[config.mk]
export PLATFORM = sky130hd
export DESIGN_NAME = iir_filter_direct_form_one
export DESIGN_NICKNAME = d
export VERILOG_FILES = /design/src/design/iirdf1_pkg.sv /design/src/design/iirdf1_cell.sv /design/src/design/iirdf1_mac.sv /design/src/design/iir_filter_direct_form_one.sv
export SDC_FILE = /design/constraint.sdc
export NUM_CORES = 2
export LEC_CHECK = 0
export BUFFER_PORTS_ARGS = -buffer_cell sky130_fd_sc_hd__buf_2
export CORE_MARGIN = 10
export CORE_UTILIZATION = 60
export CTS_CLUSTER_DIAMETER = 40
export DETAILED_ROUTE_END_ITERATION = 7
export GPL_TIMING_DRIVEN = 1
export PLACE_DENSITY = 0.76
export SLEW_MARGIN = 20
export SYNTH_ARGS = -nofsm -noshare
export SYNTH_HDL_FRONTEND = slang
export SYNTH_SLANG_ARGS = --single-unit
[constraint.sdc]
create_clock -name clk -period 9.2 [get_ports clk]
set_input_delay 0.92 -clock clk [delete_from_list [all_inputs] [get_ports clk]]
set_output_delay 0.92 -clock clk [all_outputs]
set_load 0.005 [all_outputs]
[src/design/iirdf1_pkg.sv]
// Shared types and constants of the direct-form-I IIR filter.
// Used by iirdf1_cell, iirdf1_mac and iir_filter_direct_form_one; no dependencies.
package iirdf1_pkg;

  // Coefficients are Q8.16, so the stored word is 24 bits wide.
  localparam int COEF_WIDTH  = 24;
  localparam int TAP_CNT_W   = 4;
  localparam int CFG_INDEX_W = 2;
  localparam int CFG_DATA_W  = COEF_WIDTH;
  localparam int COEF_SLOT_W = 3;

  // Configuration register indexes.
  localparam logic [CFG_INDEX_W-1:0] REG_FF_TAPS     = 2'd0;
  localparam logic [CFG_INDEX_W-1:0] REG_FB_TAPS     = 2'd1;
  localparam logic [CFG_INDEX_W-1:0] REG_COEF_SELECT = 2'd2;
  localparam logic [CFG_INDEX_W-1:0] REG_COEF_VALUE  = 2'd3;

  // Moves of the tap chain.
  typedef struct packed {
    logic shift_x;
    logic rotate_ff;
    logic shift_y;
    logic rotate_fb;
  } cell_ctrl_t;

  // Commands to the shared multiply-accumulate unit.
  typedef struct packed {
    logic clear;
    logic issue;
    logic use_tap;
    logic subtract;
  } mac_ctrl_t;

endpackage

[src/design/iirdf1_cell.sv]
// One tap of the filter chain: input and output history samples and their coefficients.
// Depends on iirdf1_pkg for the chain control struct and the coefficient width.
module iirdf1_cell #(
  parameter int SAMPLE_WIDTH = 16
) (
  input  logic                                      clk,
  input  logic                                      rst_n,
  input  iirdf1_pkg::cell_ctrl_t                    ctrl,
  input  logic                                      b_we,
  input  logic                                      a_we,
  input  logic signed [iirdf1_pkg::COEF_WIDTH-1:0]  coef_in,
  input  logic signed [SAMPLE_WIDTH-1:0]            x_up,
  input  logic signed [SAMPLE_WIDTH-1:0]            x_down,
  input  logic signed [iirdf1_pkg::COEF_WIDTH-1:0]  b_down,
  input  logic signed [SAMPLE_WIDTH-1:0]            y_up,
  input  logic signed [SAMPLE_WIDTH-1:0]            y_down,
  input  logic signed [iirdf1_pkg::COEF_WIDTH-1:0]  a_down,
  output logic signed [SAMPLE_WIDTH-1:0]            x,
  output logic signed [iirdf1_pkg::COEF_WIDTH-1:0]  b,
  output logic signed [SAMPLE_WIDTH-1:0]            y,
  output logic signed [iirdf1_pkg::COEF_WIDTH-1:0]  a
);
  import iirdf1_pkg::*;

  logic signed [SAMPLE_WIDTH-1:0] x_r;
  logic signed [SAMPLE_WIDTH-1:0] y_r;
  logic signed [COEF_WIDTH-1:0]   b_r;
  logic signed [COEF_WIDTH-1:0]   a_r;

  // A shift moves history one tap deeper; a rotation carries the pair one tap
  // toward the head of the chain, where the shared multiplier reads it.
  always_ff @(posedge clk) begin
    if (!rst_n) begin
      x_r <= '0;
      y_r <= '0;
    end else begin
      if (ctrl.shift_x) begin
        x_r <= x_up;
      end else if (ctrl.rotate_ff) begin
        x_r <= x_down;
      end
      if (ctrl.shift_y) begin
        y_r <= y_up;
      end else if (ctrl.rotate_fb) begin
        y_r <= y_down;
      end
    end
  end

  always_ff @(posedge clk) begin
    if (b_we) begin
      b_r <= coef_in;
    end else if (ctrl.rotate_ff) begin
      b_r <= b_down;
    end
    if (a_we) begin
      a_r <= coef_in;
    end else if (ctrl.rotate_fb) begin
      a_r <= a_down;
    end
  end

  assign x = x_r;
  assign y = y_r;
  assign b = b_r;
  assign a = a_r;

endmodule

[src/design/iirdf1_mac.sv]
// Shared multiply-accumulate unit with round-half-up and output saturation.
// Depends on iirdf1_pkg for the command struct and the coefficient width.
module iirdf1_mac #(
  parameter int MAX_TAPS       = 8,
  parameter int SAMPLE_WIDTH   = 16,
  parameter int COEF_FRAC_BITS = 16
) (
  input  logic                                      clk,
  input  logic                                      rst_n,
  input  iirdf1_pkg::mac_ctrl_t                     ctrl,
  input  logic signed [SAMPLE_WIDTH-1:0]            mul_sample,
  input  logic signed [iirdf1_pkg::COEF_WIDTH-1:0]  mul_coef,
  output logic signed [SAMPLE_WIDTH-1:0]            result,
  output logic                                      result_sat
);
  import iirdf1_pkg::*;

  localparam int PROD_W = SAMPLE_WIDTH + COEF_WIDTH;
  localparam int SUM_W  = PROD_W + $clog2(2 * MAX_TAPS) + 1;
  localparam int MIN_W  = COEF_FRAC_BITS + SAMPLE_WIDTH + 2;
  localparam int ACC_W  = (SUM_W > MIN_W) ? SUM_W : MIN_W;
  localparam int Q_W    = ACC_W - COEF_FRAC_BITS;
  localparam logic [ACC_W-1:0] HALF = ACC_W'(1) << (COEF_FRAC_BITS - 1);
  localparam logic signed [SAMPLE_WIDTH-1:0] SMAX = {1'b0, {(SAMPLE_WIDTH-1){1'b1}}};
  localparam logic signed [SAMPLE_WIDTH-1:0] SMIN = {1'b1, {(SAMPLE_WIDTH-1){1'b0}}};

  logic signed [PROD_W-1:0] prod_nxt;
  logic signed [PROD_W-1:0] prod_r;
  logic                     prod_vld_r;
  logic                     prod_sub_r;
  logic signed [ACC_W-1:0]  prod_ext;
  logic signed [ACC_W-1:0]  acc_nxt;
  logic signed [ACC_W-1:0]  acc_r;
  logic        [ACC_W-1:0]  rnd;
  logic        [Q_W-1:0]    quot;
  logic [Q_W-SAMPLE_WIDTH:0] top_bits;
  logic                     overflow;

  assign prod_nxt = mul_sample * mul_coef;

  always_ff @(posedge clk) begin
    if (!rst_n) begin
      prod_vld_r <= 1'b0;
    end else begin
      prod_vld_r <= ctrl.issue & ctrl.use_tap;
    end
  end

  always_ff @(posedge clk) begin
    if (ctrl.issue) begin
      prod_r     <= prod_nxt;
      prod_sub_r <= ctrl.subtract;
    end
  end

  assign prod_ext = {{(ACC_W-PROD_W){prod_r[PROD_W-1]}}, prod_r};
  assign acc_nxt  = prod_sub_r ? (acc_r - prod_ext) : (acc_r + prod_ext);

  always_ff @(posedge clk) begin
    if (ctrl.clear) begin
      acc_r <= '0;
    end else if (prod_vld_r) begin
      acc_r <= acc_nxt;
    end
  end

  // Adding one half and dropping the fraction bits rounds halves upward.
  assign rnd      = acc_r + HALF;
  assign quot     = rnd[ACC_W-1:COEF_FRAC_BITS];
  assign top_bits = quot[Q_W-1:SAMPLE_WIDTH-1];
  assign overflow = !((&top_bits) || !(|top_bits));

  always_comb begin
    if (overflow) begin
      result = quot[Q_W-1] ? SMIN : SMAX;
    end else begin
      result = quot[SAMPLE_WIDTH-1:0];
    end
  end
  assign result_sat = overflow;

endmodule

[src/design/iir_filter_direct_form_one.sv]
// Top level of the direct-form-I IIR filter: configuration registers, sequencer,
// tap chain and output register. Depends on iirdf1_pkg, iirdf1_cell and iirdf1_mac.
//
// Usage: samples enter on the in_ channel (valid/ready) and filtered samples leave
// on the out_ channel with a saturation flag, one result per input transaction.
// The cfg_ port writes the tap counts, the coefficient slot and the coefficient
// value (a write of the value stores it into the selected slot); the user must write it
// only while the filter holds no sample in flight, which the block itself does not enforce.
// Each tap of the chain holds x[n-k], y[n-1-k], b[k] and a[k]. For one sample the
// chain rotates MAX_TAPS times through the shared multiplier for the feedforward
// sum and MAX_TAPS times for the feedback sum, so the multiplier port sets the
// rate: a new sample is taken only after the previous one has passed the drain and
// done steps and the sequencer is back in idle.
// The result sits in an output register; when the receiver stalls, the next sample
// is still accepted and computed, and it waits in the final step until the register
// frees up. Reset clears both histories, the tap counts and the coefficient slot
// register; coefficients must be written before use.
module iir_filter_direct_form_one #(
  parameter int MAX_TAPS       = 8,
  parameter int SAMPLE_WIDTH   = 16,
  parameter int COEF_FRAC_BITS = 16
) (
  input  logic                                    clk,
  input  logic                                    rst_n,
  input  logic                                    in_valid,
  output logic                                    in_ready,
  input  logic signed [SAMPLE_WIDTH-1:0]          in_sample_in,
  output logic                                    out_valid,
  input  logic                                    out_ready,
  output logic signed [SAMPLE_WIDTH-1:0]          out_sample_out,
  output logic                                    out_saturated,
  input  logic                                    cfg_we,
  input  logic [iirdf1_pkg::CFG_INDEX_W-1:0]      cfg_index,
  input  logic [iirdf1_pkg::CFG_DATA_W-1:0]       cfg_data
);
  import iirdf1_pkg::*;

  localparam int CNT_W = (MAX_TAPS > 1) ? $clog2(MAX_TAPS) : 1;
  localparam int CMP_W = ((CNT_W > TAP_CNT_W) ? CNT_W : TAP_CNT_W) + 1;
  localparam logic [CNT_W-1:0] CNT_LAST = CNT_W'(MAX_TAPS - 1);

  localparam logic [2:0] ST_IDLE  = 3'd0;
  localparam logic [2:0] ST_FF    = 3'd1;
  localparam logic [2:0] ST_FB    = 3'd2;
  localparam logic [2:0] ST_DRAIN = 3'd3;
  localparam logic [2:0] ST_DONE  = 3'd4;

  logic [2:0]           state_r;
  logic [2:0]           state_nxt;
  logic [CNT_W-1:0]     cnt_r;
  logic [CNT_W-1:0]     cnt_nxt;
  logic [TAP_CNT_W-1:0] ff_taps_r;
  logic [TAP_CNT_W-1:0] fb_taps_r;
  logic [TAP_CNT_W-1:0] coef_sel_r;

  logic                           out_valid_r;
  logic signed [SAMPLE_WIDTH-1:0] out_sample_r;
  logic                           out_sat_r;

  logic       in_accept;
  logic       out_free;
  logic       finish;
  logic       coef_write;
  cell_ctrl_t cell_ctrl;
  mac_ctrl_t  mac_ctrl;

  logic signed [SAMPLE_WIDTH-1:0] x_w [MAX_TAPS];
  logic signed [SAMPLE_WIDTH-1:0] y_w [MAX_TAPS];
  logic signed [COEF_WIDTH-1:0]   b_w [MAX_TAPS];
  logic signed [COEF_WIDTH-1:0]   a_w [MAX_TAPS];

  logic signed [SAMPLE_WIDTH-1:0] mul_sample;
  logic signed [COEF_WIDTH-1:0]   mul_coef;
  logic signed [SAMPLE_WIDTH-1:0] mac_result;
  logic                           mac_sat;

  // ---------------- configuration registers ----------------
  always_ff @(posedge clk) begin
    if (!rst_n) begin
      ff_taps_r  <= '0;
      fb_taps_r  <= '0;
      coef_sel_r <= '0;
    end else if (cfg_we) begin
      case (cfg_index)
        REG_FF_TAPS:     ff_taps_r  <= cfg_data[TAP_CNT_W-1:0];
        REG_FB_TAPS:     fb_taps_r  <= cfg_data[TAP_CNT_W-1:0];
        REG_COEF_SELECT: coef_sel_r <= cfg_data[TAP_CNT_W-1:0];
        default: ;
      endcase
    end
  end

  assign coef_write = cfg_we && (cfg_index == REG_COEF_VALUE);

  // ---------------- sequencer ----------------
  assign in_accept = in_valid && in_ready;
  assign out_free  = !out_valid_r || out_ready;
  assign finish    = (state_r == ST_DONE) && out_free;
  assign cnt_nxt   = (cnt_r == CNT_LAST) ? '0 : cnt_r + 1'b1;

  always_comb begin
    state_nxt = state_r;
    case (state_r)
      ST_IDLE:  if (in_accept) state_nxt = ST_FF;
      ST_FF:    if (cnt_r == CNT_LAST) state_nxt = ST_FB;
      ST_FB:    if (cnt_r == CNT_LAST) state_nxt = ST_DRAIN;
      ST_DRAIN: state_nxt = ST_DONE;
      ST_DONE:  if (out_free) state_nxt = ST_IDLE;
      default:  state_nxt = ST_IDLE;
    endcase
  end

  always_ff @(posedge clk) begin
    if (!rst_n) begin
      state_r <= ST_IDLE;
      cnt_r   <= '0;
    end else begin
      state_r <= state_nxt;
      if ((state_r == ST_FF) || (state_r == ST_FB)) begin
        cnt_r <= cnt_nxt;
      end
    end
  end

  assign in_ready = (state_r == ST_IDLE);

  always_comb begin
    cell_ctrl.shift_x   = in_accept;
    cell_ctrl.rotate_ff = (state_r == ST_FF);
    cell_ctrl.shift_y   = finish;
    cell_ctrl.rotate_fb = (state_r == ST_FB);
  end

  // The tap at the head of the chain has index cnt_r; it counts only below the
  // configured tap count, which also covers counts beyond the chain length.
  always_comb begin
    mac_ctrl.clear    = in_accept;
    mac_ctrl.issue    = (state_r == ST_FF) || (state_r == ST_FB);
    mac_ctrl.subtract = (state_r == ST_FB);
    if (state_r == ST_FB) begin
      mac_ctrl.use_tap = CMP_W'(cnt_r) < CMP_W'(fb_taps_r);
      mul_sample       = y_w[0];
      mul_coef         = a_w[0];
    end else begin
      mac_ctrl.use_tap = CMP_W'(cnt_r) < CMP_W'(ff_taps_r);
      mul_sample       = x_w[0];
      mul_coef         = b_w[0];
    end
  end

  // ---------------- tap chain ----------------
  for (genvar k = 0; k < MAX_TAPS; k++) begin : g_tap
    localparam int UP   = (k == 0) ? 0 : k - 1;
    localparam int DOWN = (k + 1) % MAX_TAPS;

    logic                           b_we;
    logic                           a_we;
    logic signed [SAMPLE_WIDTH-1:0] x_up;
    logic signed [SAMPLE_WIDTH-1:0] y_up;

    assign b_we = coef_write && !coef_sel_r[COEF_SLOT_W]
                  && (32'(coef_sel_r[COEF_SLOT_W-1:0]) == k);
    assign a_we = coef_write && coef_sel_r[COEF_SLOT_W]
                  && (32'(coef_sel_r[COEF_SLOT_W-1:0]) == k);
    assign x_up = (k == 0) ? in_sample_in : x_w[UP];
    assign y_up = (k == 0) ? mac_result : y_w[UP];

    iirdf1_cell #(
      .SAMPLE_WIDTH (SAMPLE_WIDTH)
    ) u_cell (
      .clk     (clk),
      .rst_n   (rst_n),
      .ctrl    (cell_ctrl),
      .b_we    (b_we),
      .a_we    (a_we),
      .coef_in (cfg_data),
      .x_up    (x_up),
      .x_down  (x_w[DOWN]),
      .b_down  (b_w[DOWN]),
      .y_up    (y_up),
      .y_down  (y_w[DOWN]),
      .a_down  (a_w[DOWN]),
      .x       (x_w[k]),
      .b       (b_w[k]),
      .y       (y_w[k]),
      .a       (a_w[k])
    );
  end

  // ---------------- multiply-accumulate ----------------
  iirdf1_mac #(
    .MAX_TAPS       (MAX_TAPS),
    .SAMPLE_WIDTH   (SAMPLE_WIDTH),
    .COEF_FRAC_BITS (COEF_FRAC_BITS)
  ) u_mac (
    .clk        (clk),
    .rst_n      (rst_n),
    .ctrl       (mac_ctrl),
    .mul_sample (mul_sample),
    .mul_coef   (mul_coef),
    .result     (mac_result),
    .result_sat (mac_sat)
  );

  // ---------------- output register ----------------
  always_ff @(posedge clk) begin
    if (!rst_n) begin
      out_valid_r <= 1'b0;
    end else if (finish) begin
      out_valid_r <= 1'b1;
    end else if (out_ready) begin
      out_valid_r <= 1'b0;
    end
  end

  always_ff @(posedge clk) begin
    if (finish) begin
      out_sample_r <= mac_result;
      out_sat_r    <= mac_sat;
    end
  end

  assign out_valid      = out_valid_r;
  assign out_sample_out = out_sample_r;
  assign out_saturated  = out_sat_r;

  // ---------------- assertions ----------------
  a_issue_in_sums: assert property (@(posedge clk) disable iff (!rst_n)
    mac_ctrl.issue |-> ((state_r == ST_FF) || (state_r == ST_FB)))
    else $error("multiplier issued outside the tap sums");

  a_ff_to_fb: assert property (@(posedge clk) disable iff (!rst_n)
    ((state_r == ST_FF) && (cnt_r == CNT_LAST)) |=> ((state_r == ST_FB) && (cnt_r == '0)))
    else $error("feedback sum did not start at tap zero");

  a_result_from_done: assert property (@(posedge clk) disable iff (!rst_n)
    $rose(out_valid_r) |-> ($past(state_r) == ST_DONE))
    else $error("result appeared without a finished computation");

  a_finish_loads: assert property (@(posedge clk) disable iff (!rst_n)
    finish |=> (out_valid_r && (state_r == ST_IDLE)))
    else $error("finished result not loaded into the output register");

endmodule

-- Word-level counts from Yosys, hierarchy flattened
Cells that the tools add are included.
- bits in registers: 763
- output and inout port bits: 19
- logic and storage cells: 205
- $add $sub $neg: 4
- $mul: 1
- order comparisons: 2
- equality and inequality tests: 19
- multiplexer cells: 78
- bitwise operators: 1
- reduce and logical (&&, ||, !) cells: 56
- operators with widths (operator ; count):
    24-bit two-way mux ; 33
    16-bit two-way mux ; 35
    45-bit by 16-bit adder with 45-bit output, second input constant ; 1
    45-bit by 40-bit adder with 45-bit output ; 1
    45-bit two-way mux ; 1
    45-bit by 40-bit subtractor with 45-bit output ; 1
    16-bit by 24-bit multiplier with 40-bit output ; 1
    2-bit nonzero test ; 19
    1-bit logical AND ; 21
    3-bit == test, second input constant ; 6
    3-bit two-way mux ; 5
    3-bit one-hot mux with 5 select lines ; 1
    14-bit AND reduction ; 1
    14-bit OR reduction ; 1
    3-bit by 2-bit == test with 1-bit output, second input constant ; 4
    3-bit by 4-bit < comparator with 1-bit output ; 2
    3-bit by 1-bit == test with 1-bit output, second input constant ; 2
    3-bit zero test ; 2
    2-bit AND reduction ; 3
    2-bit == test, second input constant ; 2
    1-bit zero test ; 4
    2-bit by 1-bit inequality test with 1-bit output, second input constant ; 2
    2-bit inequality test, second input constant ; 2
    4-bit AND reduction ; 1
    6 further kinds ; 10

-- Longest topological paths before layout
- word-level depth: 6
- mapped depth: 32

-- Cells and area by module
A second synthesis with hierarchy kept.
- cell total of the unflattened synthesis: 4532
- area total of the unflattened synthesis: 52571.7 um^2
- modules (own cells, without submodules) (module ; times used ; cells an instance ; area an instance (um^2) ; sequential area each (um^2)):
    iirdf1_cell ; 8 ; 245 ; 3717.3 ; 2082.0
    iirdf1_mac ; 1 ; 2388 ; 20781.2 ; 2152.1
    iir_filter_direct_form_one ; 1 ; 184 ; 2052.0 ; 890.9

-- Worst setup path before layout
OpenSTA, ideal clock, no wires.
- kind: register to register
- from: register state_r[0]
- to: register u_mac.prod_r[39], data pin
- setup time: 0.174 ns
- data arrival time: 7.359 ns
- required time: 9.026 ns
- setup slack: 1.666 ns
- cell stages (with the launch flop): 29
- path through: dfxtp_1 nand2b_1 or2_2 clkbuf_1 inv_1 clkbuf_1 clkbuf_1 nand2_1 nand2_1 clkbuf_1 nand2_1 fa_1 fa_1 fa_1 inv_1 fa_1 fa_1 inv_1 fa_1 inv_1 ha_1 nand4_1 a211o_1 a2111oi_0 nor2_1 o21ai_1 o211ai_1 and3_1 a311oi_1
- longest elaborated chain between the ends: 3
- RTL lines (item ; RTL line ; text):
    start, declared ; iir_filter_direct_form_one.sv:48 ; logic [2:0] state_r;
    start signal, assigned ; iir_filter_direct_form_one.sv:118 ; state_r <= state_nxt;
    3-bit by 2-bit == test with 1-bit output (*) ; iir_filter_direct_form_one.sv:140 ; if (state_r == ST_FB) begin
    16-bit two-way mux / 24-bit two-way mux (equally long branches) ; iir_filter_direct_form_one.sv:140 ;
    16-bit by 24-bit multiplier with 40-bit output (*) ; iirdf1_mac.sv:39 ; assign prod_nxt = mul_sample * mul_coef;
    named net u_mac.prod_nxt[39] ; iirdf1_mac.sv:27 ; logic signed [PROD_W-1:0] prod_nxt;
    end signal, assigned ; iirdf1_mac.sv:51 ; prod_r <= prod_nxt;
    end, declared ; iirdf1_mac.sv:28 ; logic signed [PROD_W-1:0] prod_r;
The timed path passes the listed nets; every way through them passes the cells marked *.
A chain may end at the register's enable or synchronous reset.

-- Worst setup path in the final report
- from: register state_r[0]
- to: register u_mac.prod_r[38], data pin
Same word-level chain as after synthesis.

==> results.yml <==
floorplanning:
  die_height_um: 306
  std_cell_rows: 104
  fp.dieW_um: 306
  floorplan.initialDensity: 0.608
  die_area_um2: 93800
  core-area_um2: 80800
  ioPinCount: 66
setup_path:
  start_kind: "flop"
  cp_data_required_time_ns: 9.56
  timing.critical_path.arrival_ns: 8.71
  critical_path.endpoint_type: "flop"
  crit_path_max_fanout: 38
  path_class: "reg2reg"
timing:
  rsz0062_at_grt: "false"
  worst_pin_slew_ns: 1.00
  timing.max_slew.rel_slack: 0.329
  layout_min_cycle_time_ns: 8.35
  setup_tns_ns: 0
  final-max-slew-violation-count: 0
  timing.clock.skew_ns: 0.0542
  setup_violations: 0
  timing.final.crit_share: 0.908
  finalHoldViolations: 0
  max_freq_mhz: 120
routing:
  drt_iter0_drc: 3093
  post-route-drc-count: 0
  vias: 35579
  drtPass1Iterations: 7
  vias_per_cell: 6.00
  avgRoutedWirePerCell_um: 20.6
  detail_route.wirelength_um: 122000
  antenna_violating_nets_post_route: 0
logic_synthesis:
  yosysSeqAreaShare: 0.401
  syn_nets: 5390
  post_synth_inst_count: 4818
  ys_types: 78
  synth.ff_latch_count: 763
  yosys_warnings: 0
  synth_area_um2: 49100
  synthArstFlopShare: 0
  yosys_most_used_dff: "sky130_fd_sc_hd__edfxtp_1"
  syn_area_per_cell_um2: 10.2
  number_of_flops_mapped_to_enable_cells_by_yosys: 442
final_layout:
  area_delta_synth_final_pct: 9.67
  fillers: 6067
  post-route-util: 0.667
  drive_above_1_share: 0.153
  nNetsFinal: 5353
clock_network:
  clkTransAtPathRegs_ns: 0.05
  cts_root_buf: "sky130_fd_sc_hd__clkbuf_16"
  clkSinkCount: 763
  post_cts_repair_setup_buffers: 0
  clkLatencyLatePin_ns: 0.67
  ctsLongestPathBuffers: 3
  cts_tree: "built"
  cts_resized: 0
  cts_max_level: 3
  cts_hold_buffers: 0
  cts_buffers: 99
grt:
  globalRoute.totalOverflow: 0
  global_route_wire_length_before_repair_um: 195000
  first_global_vias: 35432
  initial_antenna_violation_count: 3
  grt_start_max_net_pins: 170
  groute.usage.overall: 0.258
hold_path:
  timing.hold.worst.class: "reg2reg"
power:
  power.ir.vdd_worst_v: 0.000189
  cellPowerDensity_nw_per_um2: 234
  power.static_leakage_uw: 0.0218
place:
  port_buffers: 65
  finalWeightedCongestion: 0.987
  dp.final_hpwl_um: 85300
status:
  outcome: "completed"
flow_run:
  drv.max_cap_violation_count: 0
-- report_power, final --
part	internal [uW]	switching [uW]
clock	2330	1560
sequential	4040	213
combinational	1770	2700
-- synthesized netlist by cell type, types with 27 or more instances --
master	count	share of area
sky130_fd_sc_hd__nand2_1	777	0.059
sky130_fd_sc_hd__inv_1	466	0.036
sky130_fd_sc_hd__nor2_1	453	0.035
sky130_fd_sc_hd__edfxtp_1	442	0.27
sky130_fd_sc_hd__mux2_2	384	0.088
sky130_fd_sc_hd__fa_1	375	0.15
sky130_fd_sc_hd__dfxtp_1	321	0.13
sky130_fd_sc_hd__clkbuf_1	263	0.020
sky130_fd_sc_hd__a21oi_1	245	0.025
sky130_fd_sc_hd__ha_1	150	0.038
sky130_fd_sc_hd__a311oi_1	148	0.026
sky130_fd_sc_hd__xnor2_1	106	0.019
sky130_fd_sc_hd__a22oi_1	82	0.013
sky130_fd_sc_hd__o21ai_0	82	0.0084
sky130_fd_sc_hd__mux2i_1	73	0.015
sky130_fd_sc_hd__a21o_1	51	0.0078
sky130_fd_sc_hd__nor3_1	42	0.0043
sky130_fd_sc_hd__xor2_1	31	0.0055
sky130_fd_sc_hd__nand3_1	30	0.0031
sky130_fd_sc_hd__and2_1	27	0.0034
-- area by class of cell --
| cell class | instances | area [um2] | area share |
|---|---|---|---|
| timing repair buffer | 143 | 952 | 0.0177 |
| clock inverter | 74 | 815 | 0.0151 |
| multi-input combinational | 3306 | 26800 | 0.496 |
| antenna | 2 | 5.00 | 0.0000929 |
| tap | 1060 | 1330 | 0.0246 |
| inverter | 468 | 1770 | 0.0328 |
| clock buffer | 112 | 2580 | 0.0478 |
| sequential | 763 | 19700 | 0.365 |
-- stage by stage --
stage | setup WS (ns) | cell area (um2) | instances | total power, uW | hold WS [ns]
6_report | 0.849 | 53900 | 5928 | 12600 | 0.454
5_1_grt | 0.453 | 53900 | 5927 | 13400 | 0.488
4_1_cts | 0.977 | 53900 | 5926 | 12600 | 0.455
3_5_place_dp | 1.07 | 50500 | 5740 | 8700 | 0.447
3_3_place_gp | 1.25 | 50500 | 5740 | 8590 | 0.443
2_1_floorplan | 1.67 | 49100 | 4818 | 7570 | 0.437
-- kinds of logic after synthesis --
| logic type | after synthesis | synth area share |
|---|---|---|
| multiplexers | 457 | 0.103 |
| AND/OR/NAND/NOR | 1453 | 0.123 |
| flip-flops | 763 | 0.401 |
| XOR/XNOR | 137 | 0.0244 |
| adder cells (fa/ha/maj) | 525 | 0.191 |
| AO/OA/AOI/OAI | 734 | 0.101 |
| buffers and inverters | 749 | 0.0575 |
-- layer usage --
layer	GRT usage	part of all wire	up-vias
met5	0	0.00022	-
li1	-	-	16318
met3	0.0518	0.080	300
met4	0.109	0.046	4
met1	0.338	0.41	17570
met2	0.416	0.46	1387
-- layout by cell type, fill, tap and decap left out, drive strengths merged, types with 16 or more instances in the layout --
master	Yosys	routed
ha	150	150
edfxtp	442	442
mux2	384	384
nor2	453	453
a311oi	148	148
a21o	52	52
xnor2	106	106
a22oi	82	82
inv	468	481
nand4	22	22
nand2	777	777
buf	18	143
o21bai	16	16
nor3	42	42
nand2b	22	22
fa	375	375
xor2	31	31
clkinv	0	44
and2	27	27
nand3	31	31
o21ai	85	85
clkbuf	263	112
mux2i	73	73
a21oi	246	246
dfxtp	321	321
-- final timing paths --
path | startpoint | end | slack [ns] | depth (start not counted)
max | state_r[0] | u_mac.prod_r[38] | 0.85 | 27
min | g_tap[7].u_cell.x[15] | g_tap[7].u_cell.x[15] | 0.45 | 2
max reg2reg | state_r[0] | u_mac.prod_r[38] | 0.85 | 27
min reg2reg | g_tap[7].u_cell.x[15] | g_tap[7].u_cell.x[15] | 0.45 | 2
-- state kept, by name, indices dropped and copies added (netlist names) --
| register | count |
|---|---|
| out_sample_out | 16 |
| g_tap.u_cell.x | 128 |
| ff_taps_r | 4 |
| fb_taps_r | 4 |
| g_tap.u_cell.a | 192 |
| out_valid | 1 |
| g_tap.u_cell.b | 192 |
| coef_sel_r | 4 |
| u_mac.prod_r | 40 |
| u_mac.acc_r | 45 |
| cnt_r | 3 |
| out_saturated | 1 |
| u_mac.prod_sub_r | 1 |
| u_mac.prod_vld_r | 1 |
| g_tap.u_cell.y | 128 |
| state_r | 3 |
-- critical path: stages (launching register included) --
cell	delay (ns)
sky130_fd_sc_hd__dfxtp_1	0.35
sky130_fd_sc_hd__nand2b_1	0.18
sky130_fd_sc_hd__or2_4	0.27
sky130_fd_sc_hd__inv_4	0.33
sky130_fd_sc_hd__buf_12	0.25
sky130_fd_sc_hd__buf_4	0.27
sky130_fd_sc_hd__nand2_1	0.08
sky130_fd_sc_hd__nand2_1	0.41
sky130_fd_sc_hd__nand2_1	0.16
sky130_fd_sc_hd__fa_1	0.55
sky130_fd_sc_hd__fa_1	0.47
sky130_fd_sc_hd__fa_1	0.54
sky130_fd_sc_hd__inv_1	0.06
sky130_fd_sc_hd__fa_1	0.48
sky130_fd_sc_hd__fa_1	0.49
sky130_fd_sc_hd__inv_1	0.05
sky130_fd_sc_hd__fa_1	0.47
sky130_fd_sc_hd__inv_1	0.04
sky130_fd_sc_hd__ha_1	0.32
sky130_fd_sc_hd__nand4_1	0.23
sky130_fd_sc_hd__nor3_1	0.24
sky130_fd_sc_hd__a21oi_1	0.16
sky130_fd_sc_hd__o21ai_0	0.51
sky130_fd_sc_hd__a41oi_1	0.34
sky130_fd_sc_hd__a211oi_1	0.40
sky130_fd_sc_hd__nor2_1	0.09
sky130_fd_sc_hd__a21oi_1	0.18
sky130_fd_sc_hd__xor2_1	0.09
No activity file was read; power rests on OpenSTA's default activity.
